### src/hw/rtl/bfld_pkg.sv
// ----------------------------------------------------------------------------
// bfld_pkg - shared types and constants
// Constants, parse phase codes and the history command struct used by the
// block-framed LZSS decoder modules.
// ----------------------------------------------------------------------------
package bfld_pkg;

    // History memory geometry
    localparam int HIST_DEPTH = 4096;
    localparam int HIST_AW    = $clog2(HIST_DEPTH);
    localparam int FILL_W     = HIST_AW + 1;

    // Copy lengths: 4-bit length field, plus the shortest copy
    localparam int COPY_MAX   = 18;
    localparam int COPY_LEN_W = $clog2(COPY_MAX + 1);
    localparam logic [COPY_LEN_W-1:0] COPY_LEN_MIN = COPY_LEN_W'(COPY_MAX - 15);

    // Writing starts this far below the top of the history
    localparam logic [HIST_AW-1:0] HIST_START = HIST_AW'(HIST_DEPTH - COPY_MAX);
    localparam logic [7:0]         HIST_BLANK = 8'h20;

    // Flag byte holds eight item flags
    localparam logic [3:0] FLAGS_PER_BYTE = 4'd8;

    // Parse phase codes
    localparam logic [2:0] PH_CNT_HI = 3'd0;
    localparam logic [2:0] PH_CNT_LO = 3'd1;
    localparam logic [2:0] PH_STORED = 3'd2;
    localparam logic [2:0] PH_FLAG   = 3'd3;
    localparam logic [2:0] PH_ITEM   = 3'd4;
    localparam logic [2:0] PH_LEN    = 3'd5;

    // Result kinds
    localparam logic KIND_DATA = 1'b0;
    localparam logic KIND_END  = 1'b1;

    // Command from the parser to the history unit
    typedef struct packed {
        logic               clear;
        logic               rd_en;
        logic [HIST_AW-1:0] rd_addr;
        logic               wr_en;
        logic [7:0]         wr_data;
    } hist_cmd_t;

endpackage

### src/hw/rtl/bfld_ifs.sv
// ----------------------------------------------------------------------------
// bfld_ifs - channel interfaces
// Valid/ready channels for compressed input, decoded output and the
// configuration write.
// ----------------------------------------------------------------------------

// Compressed byte channel
interface bfld_in_if;
    logic       valid;
    logic       ready;
    logic [7:0] in_byte;
    logic       in_last;

    modport source (output valid, output in_byte, output in_last, input ready);
    modport sink   (input valid, input in_byte, input in_last, output ready);
endinterface

// Decoded byte channel
interface bfld_out_if;
    logic       valid;
    logic       ready;
    logic [7:0] out_byte;
    logic       kind;
    logic       run_last;

    modport source (output valid, output out_byte, output kind, output run_last,
                    input ready);
    modport sink   (input valid, input out_byte, input kind, input run_last,
                    output ready);
endinterface

// Configuration write channel
interface bfld_cfg_if;
    logic valid;
    logic ready;
    logic stored_mode;

    modport source (output valid, output stored_mode, input ready);
    modport sink   (input valid, input stored_mode, output ready);
endinterface

### src/hw/rtl/bfld_ctrl.sv
// ----------------------------------------------------------------------------
// bfld_ctrl - stream parser and copy sequencer
// Parses block headers, flags, literals and copy items, drives the history
// unit and holds the output register.
// ----------------------------------------------------------------------------
module bfld_ctrl (
    input  logic                clk,
    input  logic                rst_n,
    bfld_in_if.sink             src,
    bfld_out_if.source          dst,
    bfld_cfg_if.sink            cfg,
    output bfld_pkg::hist_cmd_t hcmd,
    input  logic [7:0]          h_rdata
);

    typedef enum logic [2:0] {
        S_IDLE = 3'b001,
        S_CRD  = 3'b010,
        S_CWR  = 3'b100
    } ctl_state_t;

    ctl_state_t st_reg, st_next;

    logic                            stored_mode_reg;
    logic [2:0]                      phase_reg, phase_next;
    logic [7:0]                      count_high_reg, count_high_next;
    logic [15:0]                     block_left_reg, block_left_next;
    logic [7:0]                      flag_bits_reg, flag_bits_next;
    logic [3:0]                      flag_index_reg, flag_index_next;
    logic [7:0]                      offset_low_reg, offset_low_next;
    logic                            finished_reg, finished_next;
    logic [bfld_pkg::HIST_AW-1:0]    cp_rd_reg, cp_rd_next;
    logic [bfld_pkg::COPY_LEN_W-1:0] cp_left_reg, cp_left_next;

    logic       out_v_reg, out_v_next;
    logic [7:0] out_byte_reg, out_byte_next;
    logic       kind_reg, kind_next;
    logic       run_last_reg, run_last_next;

    logic        out_free;
    logic        accept;
    logic        load_out;
    logic [15:0] count_v;
    logic [15:0] left_dec;
    logic [3:0]  index_inc;
    logic        copy_end;

    // Handshakes
    assign out_free  = !out_v_reg || dst.ready;
    assign src.ready = (st_reg == S_IDLE) && out_free;
    assign accept    = src.valid && src.ready;
    assign cfg.ready = 1'b1;

    assign count_v   = {count_high_reg, src.in_byte};
    assign left_dec  = block_left_reg - 16'd1;
    assign index_inc = flag_index_reg + 4'd1;
    assign copy_end  = (cp_left_reg == bfld_pkg::COPY_LEN_W'(1));

    // Parser and copy sequencing
    always_comb
    begin
        st_next         = st_reg;
        phase_next      = phase_reg;
        count_high_next = count_high_reg;
        block_left_next = block_left_reg;
        flag_bits_next  = flag_bits_reg;
        flag_index_next = flag_index_reg;
        offset_low_next = offset_low_reg;
        finished_next   = finished_reg;
        cp_rd_next      = cp_rd_reg;
        cp_left_next    = cp_left_reg;
        hcmd            = '0;
        load_out        = 1'b0;
        out_byte_next   = 8'd0;
        kind_next       = bfld_pkg::KIND_DATA;
        run_last_next   = 1'b1;

        case (st_reg)
            S_IDLE:
            begin
                if (accept)
                begin
                    if (stored_mode_reg)
                    begin
                        // Pass-through, parser untouched
                        load_out      = 1'b1;
                        out_byte_next = src.in_byte;
                    end
                    else
                    begin
                        if (!finished_reg)
                        begin
                            case (phase_reg)
                                bfld_pkg::PH_CNT_LO:
                                begin
                                    if (count_v == 16'd0)
                                    begin
                                        // End of stream marker
                                        load_out      = 1'b1;
                                        kind_next     = bfld_pkg::KIND_END;
                                        finished_next = 1'b1;
                                        phase_next    = bfld_pkg::PH_CNT_HI;
                                    end
                                    else if (count_v[15])
                                    begin
                                        block_left_next = (~count_v) + 16'd1;
                                        phase_next      = bfld_pkg::PH_STORED;
                                    end
                                    else
                                    begin
                                        block_left_next = count_v;
                                        hcmd.clear      = 1'b1;
                                        phase_next      = bfld_pkg::PH_FLAG;
                                    end
                                end
                                bfld_pkg::PH_STORED:
                                begin
                                    load_out        = 1'b1;
                                    out_byte_next   = src.in_byte;
                                    block_left_next = left_dec;
                                    if (left_dec == 16'd0)
                                    begin
                                        phase_next = bfld_pkg::PH_CNT_HI;
                                    end
                                end
                                bfld_pkg::PH_FLAG:
                                begin
                                    flag_bits_next  = src.in_byte;
                                    flag_index_next = 4'd0;
                                    phase_next      = bfld_pkg::PH_ITEM;
                                    block_left_next = left_dec;
                                    if (left_dec == 16'd0)
                                    begin
                                        phase_next = bfld_pkg::PH_CNT_HI;
                                    end
                                end
                                bfld_pkg::PH_ITEM:
                                begin
                                    block_left_next = left_dec;
                                    if (flag_bits_reg[0])
                                    begin
                                        // Literal
                                        hcmd.wr_en      = 1'b1;
                                        hcmd.wr_data    = src.in_byte;
                                        load_out        = 1'b1;
                                        out_byte_next   = src.in_byte;
                                        flag_bits_next  = flag_bits_reg >> 1;
                                        flag_index_next = index_inc;
                                        if (left_dec == 16'd0)
                                        begin
                                            phase_next = bfld_pkg::PH_CNT_HI;
                                        end
                                        else if (index_inc >= bfld_pkg::FLAGS_PER_BYTE)
                                        begin
                                            phase_next = bfld_pkg::PH_FLAG;
                                        end
                                        else
                                        begin
                                            phase_next = bfld_pkg::PH_ITEM;
                                        end
                                    end
                                    else
                                    begin
                                        offset_low_next = src.in_byte;
                                        phase_next      = bfld_pkg::PH_LEN;
                                        if (left_dec == 16'd0)
                                        begin
                                            phase_next = bfld_pkg::PH_CNT_HI;
                                        end
                                    end
                                end
                                bfld_pkg::PH_LEN:
                                begin
                                    // Launch the copy; parse state moves on now
                                    cp_rd_next      = {src.in_byte[7:4], offset_low_reg};
                                    cp_left_next    = bfld_pkg::COPY_LEN_W'(src.in_byte[3:0])
                                                      + bfld_pkg::COPY_LEN_MIN;
                                    st_next         = S_CRD;
                                    block_left_next = left_dec;
                                    flag_bits_next  = flag_bits_reg >> 1;
                                    flag_index_next = index_inc;
                                    if (left_dec == 16'd0)
                                    begin
                                        phase_next = bfld_pkg::PH_CNT_HI;
                                    end
                                    else if (index_inc >= bfld_pkg::FLAGS_PER_BYTE)
                                    begin
                                        phase_next = bfld_pkg::PH_FLAG;
                                    end
                                    else
                                    begin
                                        phase_next = bfld_pkg::PH_ITEM;
                                    end
                                end
                                default:
                                begin
                                    count_high_next = src.in_byte;
                                    phase_next      = bfld_pkg::PH_CNT_LO;
                                end
                            endcase
                        end
                        // Final byte resynchronizes the parser
                        if (src.in_last)
                        begin
                            phase_next    = bfld_pkg::PH_CNT_HI;
                            finished_next = 1'b0;
                        end
                    end
                end
            end
            S_CRD:
            begin
                hcmd.rd_en   = 1'b1;
                hcmd.rd_addr = cp_rd_reg;
                st_next      = S_CWR;
            end
            S_CWR:
            begin
                if (out_free)
                begin
                    load_out      = 1'b1;
                    out_byte_next = h_rdata;
                    run_last_next = copy_end;
                    hcmd.wr_en    = 1'b1;
                    hcmd.wr_data  = h_rdata;
                    cp_rd_next    = cp_rd_reg + 1'b1;
                    cp_left_next  = cp_left_reg - 1'b1;
                    st_next       = copy_end ? S_IDLE : S_CRD;
                end
            end
            default:
            begin
                st_next = S_IDLE;
            end
        endcase
    end

    // Output valid
    always_comb
    begin
        out_v_next = out_v_reg;
        if (load_out)
        begin
            out_v_next = 1'b1;
        end
        else if (dst.ready)
        begin
            out_v_next = 1'b0;
        end
    end

    // Control state
    always_ff @(posedge clk or negedge rst_n)
    begin
        if (!rst_n)
        begin
            st_reg          <= S_IDLE;
            stored_mode_reg <= 1'b0;
            phase_reg       <= bfld_pkg::PH_CNT_HI;
            count_high_reg  <= '0;
            block_left_reg  <= '0;
            flag_bits_reg   <= '0;
            flag_index_reg  <= '0;
            offset_low_reg  <= '0;
            finished_reg    <= 1'b0;
            cp_rd_reg       <= '0;
            cp_left_reg     <= '0;
            out_v_reg       <= 1'b0;
        end
        else
        begin
            st_reg          <= st_next;
            phase_reg       <= phase_next;
            count_high_reg  <= count_high_next;
            block_left_reg  <= block_left_next;
            flag_bits_reg   <= flag_bits_next;
            flag_index_reg  <= flag_index_next;
            offset_low_reg  <= offset_low_next;
            finished_reg    <= finished_next;
            cp_rd_reg       <= cp_rd_next;
            cp_left_reg     <= cp_left_next;
            out_v_reg       <= out_v_next;
            if (cfg.valid)
            begin
                stored_mode_reg <= cfg.stored_mode;
            end
        end
    end

    // Output payload
    always_ff @(posedge clk)
    begin
        if (load_out)
        begin
            out_byte_reg <= out_byte_next;
            kind_reg     <= kind_next;
            run_last_reg <= run_last_next;
        end
    end

    assign dst.valid    = out_v_reg;
    assign dst.out_byte = out_byte_reg;
    assign dst.kind     = kind_reg;
    assign dst.run_last = run_last_reg;

    // A copy in flight always has bytes left
    assert property (@(posedge clk) disable iff (!rst_n)
        (st_reg == S_CRD || st_reg == S_CWR) |-> cp_left_reg != '0)
        else $error("copy sequencer running with nothing left");

    // Every read is followed by its write/emit step
    assert property (@(posedge clk) disable iff (!rst_n)
        (st_reg == S_CRD) |=> (st_reg == S_CWR))
        else $error("copy read not followed by write step");

    // Inside a block the byte budget is never exhausted
    assert property (@(posedge clk) disable iff (!rst_n)
        (phase_reg == bfld_pkg::PH_STORED || phase_reg == bfld_pkg::PH_FLAG ||
         phase_reg == bfld_pkg::PH_ITEM || phase_reg == bfld_pkg::PH_LEN)
        |-> block_left_reg != 16'd0)
        else $error("block phase with zero bytes left");

    // Flag index stays within one flag byte
    assert property (@(posedge clk) disable iff (!rst_n)
        flag_index_reg <= bfld_pkg::FLAGS_PER_BYTE)
        else $error("flag index past flag byte");

endmodule

### src/flat_wrapper.sv
// flat-port wrapper written by rule: the top's interface ports become plain ports
module bfld_ctrl_flat 
  (clk, rst_n, hcmd, h_rdata, src_valid, src_in_byte, src_in_last, src_ready, dst_valid, dst_out_byte, dst_kind, dst_run_last, dst_ready, cfg_valid, cfg_stored_mode, cfg_ready);
  bfld_in_if src_i ();
  bfld_out_if dst_i ();
  bfld_cfg_if cfg_i ();
  input  logic clk;
  input  logic rst_n;
  output bfld_pkg::hist_cmd_t hcmd;
  input  logic [7:0] h_rdata;
  input wire logic [$bits(src_i.valid)-1:0] src_valid;
  input wire logic [$bits(src_i.in_byte)-1:0] src_in_byte;
  input wire logic [$bits(src_i.in_last)-1:0] src_in_last;
  output wire logic [$bits(src_i.ready)-1:0] src_ready;
  output wire logic [$bits(dst_i.valid)-1:0] dst_valid;
  output wire logic [$bits(dst_i.out_byte)-1:0] dst_out_byte;
  output wire logic [$bits(dst_i.kind)-1:0] dst_kind;
  output wire logic [$bits(dst_i.run_last)-1:0] dst_run_last;
  input wire logic [$bits(dst_i.ready)-1:0] dst_ready;
  input wire logic [$bits(cfg_i.valid)-1:0] cfg_valid;
  input wire logic [$bits(cfg_i.stored_mode)-1:0] cfg_stored_mode;
  output wire logic [$bits(cfg_i.ready)-1:0] cfg_ready;
  assign src_i.valid = src_valid;
  assign src_i.in_byte = src_in_byte;
  assign src_i.in_last = src_in_last;
  assign src_ready = src_i.ready;
  assign dst_valid = dst_i.valid;
  assign dst_out_byte = dst_i.out_byte;
  assign dst_kind = dst_i.kind;
  assign dst_run_last = dst_i.run_last;
  assign dst_i.ready = dst_ready;
  assign cfg_i.valid = cfg_valid;
  assign cfg_i.stored_mode = cfg_stored_mode;
  assign cfg_ready = cfg_i.ready;
  bfld_ctrl u_core (.clk(clk), .rst_n(rst_n), .src(src_i), .dst(dst_i), .cfg(cfg_i), .hcmd(hcmd), .h_rdata(h_rdata));
endmodule
### config.mk
export PLATFORM = sky130hd
export DESIGN_NAME = bfld_ctrl_flat
export DESIGN_NICKNAME = d
export VERILOG_FILES = /design/src/hw/rtl/bfld_pkg.sv /design/src/hw/rtl/bfld_ifs.sv /design/src/hw/rtl/bfld_ctrl.sv /design/src/flat_wrapper.sv
export SDC_FILE = /design/constraint.sdc
export NUM_CORES = 1
export LEC_CHECK = 0
export BUFFER_PORTS_ARGS = -buffer_cell sky130_fd_sc_hd__clkbuf_2
export CAP_MARGIN = 10
export CORE_MARGIN = 10
export CORE_UTILIZATION = 59
export DETAILED_ROUTE_END_ITERATION = 8
export GPL_TIMING_DRIVEN = 0
export PLACE_DENSITY = 0.81
export SETUP_SLACK_MARGIN = 0.05
export SYNTH_ARGS = -nofsm -noshare
export SYNTH_HDL_FRONTEND = slang
export SYNTH_SLANG_ARGS = --single-unit
### constraint.sdc
create_clock -name clk -period 3 [get_ports clk]
set_input_delay 0.6 -clock clk [delete_from_list [all_inputs] [get_ports clk]]
set_output_delay 0.6 -clock clk [all_outputs]
set_load 0.02 [all_outputs]
==> results of run 1 <==
==> routing by layer <==
| metal | part of all wire (%) | vias to the layer above | GRT usage, % | wire [um] |
|---|---|---|---|---|
| met5 | 0 | - | 0 | 0 |
| met4 | 1.9 | 0 | 6.94 | 259 |
| met3 | 7.0 | 25 | 4.38 | 947 |
| met2 | 48 | 216 | 35.4 | 6540 |
| met1 | 43 | 2219 | 28.2 | 5750 |
| li1 | - | 2181 | - | - |
==> report_power, final <==
| group | switching [mW] | internal, mW |
|---|---|---|
| clock | 0.430 | 0.558 |
| sequential | 0.282 | 1.36 |
| combinational | 0.621 | 0.450 |
| total | 1.33 | 2.37 |
==> what timing repair did <==
| action | CTS | global route |
|---|---|---|
| endpoints found under the setup margin | 9 | 12 |
| buffers inserted | 2 | 0 |
| pin swaps | 1 | 0 |
| resized for setup | 6 | 6 |
| hold endpoints to repair | 0 | 0 |
==> cell usage after synthesis, types with 2 or more instances <==
cell type	instances
nand3_1	29
nor3_1	14
nor4b_1	3
o21ai_0	46
inv_1	14
nand3b_1	3
a21oi_1	64
o21a_1	4
nand4_1	4
nor4_1	7
or2_2	3
nor2b_1	3
mux2_2	12
o2111ai_1	2
nand4b_1	2
or3_1	5
dfrtp_1	69
buf_2	2
and3_1	9
edfxtp_1	10
a211oi_1	2
buf_4	2
clkbuf_1	22
nor2_1	38
buf_1	2
buf_6	4
nand2b_1	13
xnor2_1	15
a31oi_1	6
nand2_1	66
mux2i_1	2
o22a_1	3
xor2_1	3
o32ai_1	2
and2_1	14
o41ai_1	4
ha_1	7
a22o_1	18
o22ai_1	11
==> layout make-up <==
class | instances | area (um^2) | share of cell area [%]
Clock inverter | 6 | 115 | 2.06
Clock buffer | 10 | 128 | 2.29
Tap cell | 105 | 131 | 2.36
Multi-Input combinational cell | 433 | 2610 | 46.8
Inverter | 14 | 52.6 | 0.942
Buffer | 32 | 173 | 3.10
Sequential cell | 80 | 2050 | 36.8
Timing Repair Buffer | 57 | 315 | 5.65
==> per-stage QoR <==
stage | hold slack [ns] | power (mW) | setup TNS, ns
after floorplan | 0.304 | 2.37 | 0
after detailed placement | 0.466 | 2.69 | -1.83
after global routing | 0.151 | 3.92 | 0
after CTS | 0.149 | 3.67 | 0
after global placement | 0.455 | 2.63 | -1.19
final | 0.146 | 3.70 | 0
==> worst paths after layout <==
path | startpoint | depth (start not counted) | to | slack (ns)
worst max-delay path | u_core.st_reg[0] | 7 | hcmd[0] | 0.14
worst min-delay path | rst_n | 1 | u_core.cp_rd_reg[5] | 0.15
worst max register to register | u_core.st_reg[0] | 6 | u_core.block_left_reg[10] | 0.21
worst min register to register | u_core.flag_bits_reg[7] | 2 | u_core.flag_bits_reg[7] | 0.50
max in group asynchronous | rst_n | 2 | u_core.block_left_reg[8] | 2.29
min in group clk | cfg_valid | 2 | u_core.stored_mode_reg | 0.44
==> cell families (layout without fill, tap and decap cells) <==
family | Yosys count | count (layout)
DFF | 80 | 80
xor gates and xnor gates | 18 | 18
buffers and inverters | 47 | 119
other | 1 | 1
adders and majority gates | 7 | 7
muxes | 14 | 14
and+or+nand+nor | 221 | 221
AOI/OAI and AO/OA | 172 | 172
==> critical path: stages (launching register included) <==
cell	delay, ns
dfstp_2	0.57
nor2b_4	0.19
and4b_2	0.30
nand2_2	0.14
nor3_4	0.22
buf_4	0.17
a22o_1	0.14
clkbuf_2	0.18
==> flow_summary.toml, run 1 <==
[power]
p_leak_nw = 2.40
ir_drop_v = 0.000545
power.density_nw_per_um2 = 664

[synthesis]
netlist_instances = 560
synth_compound_area_share_pct = 21.4
synth_seq_cells = 80
synth_fp_nets = 590
yosys.area_share.simple_pct = 23.3
synth-xor-area-share_pct = 3.25
ys_async_sr_fraction_pct = 87.5
synth_edf_count = 10
synth_top_area_share_pct = 35.6
yosys_warnings = 0
ys_seq_area_share_pct = 42.3
ys_types = 60
synthAdderAreaFrac_pct = 1.81
synth_area_leaders = "dfrtp_1, a21oi_1, edfxtp_1"
synth_area_per_cell_um2 = 8.66
yosys.area.top_type = "dfrtp_1"
synthFlopType = "dfrtp_1"
synthMuxAreaShare_pct = 3.20
synth_top_family_by_area = "simple AND/OR/NAND/NOR gates"
syn_area_um2 = 4850

[clock_tree]
clockBufferDepth = 2
cts_buffers = 9
clk_pin_slew_ns = 0.09
cts-root-buf = "clkbuf_8"
cts_tree = "yes"
htreeDepth = 3
ctsHoldBuffers = 0
clock_sinks = 80
clock_latency_ns = 0.36

[placement]
port_buffers = 54
dp.final_hpwl_um = 9640
post-place-ws_ns = -0.222
placed_cells = 720
place_congestion = 0.975
place_area_um2 = 5280

[routing]
drc = 0
first_pass_iters = 5
via_per_inst = 6.30
wl_per_cell_um = 18.3
num_vias = 4641
routed_wl_um = 13500
ant_nets = 0
drt_iter0_markers = 542

[global_routing]
grt_overflow_total = 0
grt_use_total_pct = 21.7
grt_pass1_wl_um = 22600
antenna_found_initial = 0
grt_max_degree = 52
grt_pass1_vias = 4406

[worst_setup_path]
crit_arrival_ns = 2.26
worstSetupStartpointType = "register"
required_ns = 2.40
critPathMaxFanout = 6
crit_type = "register to output port"
cp-end-kind = "output port"

[timing]
slew_violations = 0
layout_setup_ws_ns = 0.140
max_freq_ghz = 0.350
timing_hold_violations_final = 0
fin_crit_sh_pct = 95.3
worst_pin_slew_ns = 0.826
fin_skew_ns = 0.00601
fin_crit_ns = 2.86
final-setup-viol-count = 0
rsz0062_at_grt = "yes"
slew_headroom_pct = 44.5

[cells_and_area]
final_cells = 737
diodes = 0
largest_register_ff_count = 16
fillers = 677
layout_commonest_cell = "dfrtp_1"
final_cell_area_um2 = 5580
drive_above_1_share_pct = 17.6
synthToLayoutAreaGrowth_pct = 15.0
layout_common_cells = "dfrtp_1, nand2_1, a21oi_1"
layout.nets = 657
fin_util_pct = 68.9

[floorplanning]
fp.dieW_um = 111
start_util_pct = 59.9
io_pins = 59
die_h_um = 111
coreArea_um2 = 8090
die_area_um2 = 12200
rows = 33

[flow_run]
drv_cap = 0

[run_status]
run_status = "finished, final reports clean"

[min_path]
hold_class = "primary input to asynchronous set/reset pin"
No activity file was read; power rests on OpenSTA's default activity.
==> inputs of run 2 (changes only) <==
--- a/config.mk
+++ b/config.mk
@@ -7,3 +7,2 @@
 export LEC_CHECK = 0
-export BUFFER_PORTS_ARGS = -buffer_cell sky130_fd_sc_hd__clkbuf_2
 export CAP_MARGIN = 10
@@ -12,4 +11,5 @@
 export DETAILED_ROUTE_END_ITERATION = 8
+export DONT_BUFFER_PORTS = 1
 export GPL_TIMING_DRIVEN = 0
-export PLACE_DENSITY = 0.81
+export PLACE_DENSITY = 0.75
 export SETUP_SLACK_MARGIN = 0.05
==> constraint.sdc (replaced) <==
create_clock -name clk -period 3 [get_ports clk]
set_input_delay 0.3 -clock clk [delete_from_list [all_inputs] [get_ports clk]]
set_output_delay 0.3 -clock clk [all_outputs]
set_load 0.02 [all_outputs]
==> flow_summary.toml, run 2 (synthesized netlist as in run 1, its figures left out) <==
[cells_and_area]
drive_above_1_share_pct = 8.65
final_cells = 683
synthToLayoutAreaGrowth_pct = 8.95
layout_common_cells = "dfrtp_1, nand2_1, a21oi_1"
largest_register_ff_count = 16
multiInputGateArea_um2 = 2590
layout.nets = 603
final_cell_area_um2 = 5280
seqCellArea_um2 = 2050
diodes = 0
fillers = 686
layout_commonest_cell = "dfrtp_1"

[worst_setup_path]
cp.depth = 5
required_ns = 2.70
crit_arrival_ns = 2.53
reg2regPathDepth = 7
slowest_stage = "dfstp_2"
worstSetupStartpointType = "register"
max_stage_delay_ns = 0.57
cp-end-kind = "output port"
crit_buf_inv = 0
crit_type = "register to output port"
critPathMaxFanout = 9
crit_chain = "nor2b_1, and4b_1, nand2_1, nor3_4, a22o_1"
crit_family = "simple AND/OR/NAND/NOR gates"

[routing]
ant_nets = 0
drt_iter0_markers = 422
first_pass_iters = 5
routed_wl_um = 13300
num_vias = 4395
via_per_inst = 6.43
drc = 0
wl_per_cell_um = 19.5

[placement]
place_congestion = 0.954
place_area_um2 = 4980
dp.final_hpwl_um = 9190
port_buffers = 0
placed_cells = 665
post-place-ws_ns = 0.119

[global_routing]
grt_pass1_wl_um = 21600
grt_overflow_total = 0
grt_pass1_vias = 4207
grt_use_total_pct = 20.9
antenna_found_initial = 0
grt_max_degree = 71

[timing]
final-setup-viol-count = 0
worst_pin_slew_ns = 0.804
rsz0062_at_grt = "no"
slew_headroom_pct = 45.9
fin_crit_sh_pct = 94.4
slew_violations = 0
layout_setup_ws_ns = 0.168
fin_crit_ns = 2.83
timing_hold_violations_final = 0
final.setup.tns_ns = 0
max_freq_ghz = 0.353
fin_skew_ns = 0.0105

[floorplanning]
fp.dieW_um = 111
die_h_um = 111
rows = 33
die_area_um2 = 12200
coreArea_um2 = 8090
io_pins = 59
start_util_pct = 59.9

[power]
p_sw_mw = 1.30
p_leak_nw = 2.15
switching_share_pct = 35.5
ir_drop_v = 0.000399
power_frac_clock_pct = 27.1
p_total_mw = 3.67
power.density_nw_per_um2 = 695
p_comb_share_pct = 27.7
internal_power_mw = 2.37
pwr-share-seq_pct = 45.2

[clock_tree]
cts-root-buf = "clkbuf_8"
clk_pin_slew_ns = 0.08
post_cts_buffers = 0
cts_tree = "yes"
clock_latency_ns = 0.36
clockBufferDepth = 2
clock_sinks = 80
htreeDepth = 3
cts_buffers = 9

[min_path]
hold_depth = 1
hold_class = "primary input to register"

[flow_run]
drv_cap = 0

[run_status]
run_status = "finished, final reports clean"
## run 2: layout make-up
| type | instances | area share, % |
|---|---|---|
| multi-input cells | 433 | 49.0 |
| clock inverters | 5 | 1.97 |
| well taps | 105 | 2.49 |
| repair buffers | 2 | 0.710 |
| plain buffers | 33 | 3.34 |
| flip-flops and latches | 80 | 38.9 |
| inverters | 14 | 0.995 |
| clock buffers | 11 | 2.68 |
## run 2: power by group through the flow
stage	combinational, mW	clock (mW)	sequential (mW)
2_1_floorplan	0.779	0	1.59
3_3_place_gp	0.935	0	1.66
3_5_place_dp	0.964	0	1.67
4_1_cts	0.996	0.997	1.65
5_1_grt	1.13	1.05	1.69
6_report	1.02	0.994	1.66
## run 2: what timing repair did
action                                 CTS  global route
setup endpoints to repair                9            26
endpoints found under the hold margin   70             0
resized for setup                        2             4
hold buffers                             2             0
## run 2: worst register-to-register path, cell delays in order (launching register included)
cell	delay (ns)
dfrtp_1	0.38
clkbuf_1	0.17
nor4_1	0.49
inv_1	0.14
or4_4	0.55
a21oi_1	0.18
o21ai_0	0.16
nand2_1	0.40
## run 2: metal layers
metal / vias to the layer above / global-route usage, % / routed length [um]
met5: - / 0 / 0
met2: 163 / 33.4 / 6510
li1: 2062 / - / -
met4: 0 / 9.38 / 376
met1: 2135 / 25.9 / 5640
met3: 35 / 5.19 / 782
## run 2: final timing paths
kind | startpoint | endpoint | slack [ns]
setup / recovery | u_core.st_reg[0] | hcmd[7] | 0.17
hold / removal | src_in_byte[0] | u_core.cp_left_reg[0] | 0.03
setup reg to reg | u_core.count_high_reg[3] | u_core.dst.run_last | 0.17
hold reg to reg | u_core.flag_bits_reg[7] | u_core.flag_bits_reg[7] | 0.49
max in group asynchronous | rst_n | u_core.st_reg[0] | 2.19
min in group asynchronous | rst_n | u_core.cp_rd_reg[2] | 0.49
## run 2: metrics by stage
| step | util [%] | hold slack (ns) |
|---|---|---|
| floorplan | - | 0.00441 |
| global placement | 61.5 | 0.00706 |
| detailed placement | 61.5 | 0.00694 |
| CTS | 65.1 | 0.0188 |
| global route | 65.3 | 0.0257 |
| finish | 65.3 | 0.0291 |
==> inputs of run 3 (changes only) <==
CORE_ASPECT_RATIO = 1.25   (was unset)
==> flow_summary.toml, run 3 (synthesized netlist as in run 1, its figures left out) <==
[min_path]
hp-start = "cfg_valid"
hold_depth = 1
whs_endpoint = "u_core.stored_mode_reg"
hold_class = "primary input to register"

[clock_tree]
htreeDepth = 3
cts_buffers = 9
clockBufferDepth = 2
clock_sinks = 80
clock_latency_ns = 0.37
clk_pin_slew_ns = 0.08
post_cts_buffers = 0
cts-root-buf = "clkbuf_8"
cts_tree = "yes"

[floorplanning]
fp.dieW_um = 101
coreArea_um2 = 7930
die_h_um = 121
start_util_pct = 61.2
io_pins = 59
die_area_um2 = 12300
rows = 36

[worst_setup_path]
crit_arrival_ns = 2.46
r2r_start = "u_core.count_high_reg[3]"
r2r-end = "u_core.dst.out_byte[0]"
r2r_slack_ns = 0.29
cp-end-kind = "output port"
crit_type = "register to output port"
critPathMaxFanout = 9
required_ns = 2.70
reg2regPathDepth = 7
worstSetupStartpointType = "register"

[routing]
first_pass_iters = 5
routed_wl_um = 13100
num_vias = 4340
drt_iter0_markers = 437
drc = 0
via_per_inst = 6.44
wl_per_cell_um = 19.4
ant_nets = 0

[cells_and_area]
layout_common_cells = "dfrtp_1, nand2_1, a21oi_1"
largest_register_ff_count = 16
drive_above_1_share_pct = 8.98
diodes = 0
layout.nets = 604
synthToLayoutAreaGrowth_pct = 9.06
layout_commonest_cell = "dfrtp_1"

[global_routing]
grt_pass1_wl_um = 21000
antenna_found_initial = 0
grt_pass1_vias = 4165
grt_use_total_pct = 21.1
grt_overflow_total = 0
grt_max_degree = 71

[flow_run]
drv_cap = 0

[timing]
rsz0062_at_grt = "no"
fin_crit_ns = 2.76
layout_setup_ws_ns = 0.245
timing_hold_violations_final = 0
final.setup.tns_ns = 0
slew_headroom_pct = 47.3
fin_skew_ns = 0.00767
whs_ns = 0.0258
fin_crit_sh_pct = 91.8
final-setup-viol-count = 0
worst_pin_slew_ns = 0.784
slew_violations = 0
max_freq_ghz = 0.363

[placement]
port_buffers = 0
dp.final_hpwl_um = 9320
place_congestion = 0.927
post-place-ws_ns = 0.176

[power]
p_leak_nw = 2.15
power.density_nw_per_um2 = 692
ir_drop_v = 0.000487

[run_status]
run_status = "finished, final reports clean"
-- run 3: changes by cell type in the layout (fill, tap and decap cells not counted), sizes merged --
cell and delta:
clkbuf -2, clkinv +1, dlygate4sd3 +1, inv +1
-- run 3: worst max-delay path by stage --
stage	depth (start not counted)	slack, ns	to	from
3_5_place_dp	6	0.18	u_core.block_left_reg[10]	u_core.st_reg[0]
3_3_place_gp	6	0.16	u_core.block_left_reg[10]	u_core.st_reg[0]
2_1_floorplan	5	0.72	u_core.dst.kind	u_core.phase_reg[2]
4_1_cts	6	0.13	hcmd[6]	u_core.st_reg[0]
5_1_grt	5	0.07	hcmd[0]	u_core.st_reg[0]
6_report	5	0.24	hcmd[6]	u_core.st_reg[0]
-- run 3: critical path: stages, from the launching register on --
cell and delay [ns]:
dfstp_2 0.57, nor2b_1 0.28, and4b_1 0.31, nand2_1 0.21, nor3_4 0.38, a22o_1 0.33
-- run 3: what timing repair did --
item | 4_1_cts | 5_1_grt
setup endpoints to repair | 9 | 26
endpoints found under the hold margin | 70 | 1
cloned | 0 | 0
gates resized for setup | 2 | 6
hold buffers | 2 | 1
-- run 3: where the power goes --
| group | internal, mW | total [mW] | switching, mW |
|---|---|---|---|
| combinational | 0.433 | 1.01 | 0.581 |
| sequential | 1.36 | 1.66 | 0.297 |
| clock | 0.556 | 0.985 | 0.429 |
-- run 3: final cells by class --
type | count | area, um^2
clock buffer | 9 | 124
clock inverter | 7 | 118
multi-input combinational | 433 | 2600
sequential | 80 | 2050
tap | 95 | 119
fill | 648 | 2640
inverter | 14 | 52.6
timing repair buffer | 3 | 47.5
buffer | 33 | 176
-- run 3: layer usage --
metal	vias up	track usage, %	part of all wire, %	wire length (um)
met3	35	5.07	5.7	749
met4	0	10.1	2.8	371
met1	2109	25.6	41	5350
li1	2069	-	-	-
met5	-	0	0	0
met2	127	34.1	51	6630
-- run 3: metrics by stage --
step                util, %  instance area, um^2  power, mW  instances
floorplan                 -                 4850       2.37        560
global placement       62.7                 4970       2.60        655
detailed placement     62.7                 4970       2.64        655
CTS                    66.3                 5260       3.65        673
global route           66.7                 5290       3.87        674
finish                 66.7                 5290       3.66        674
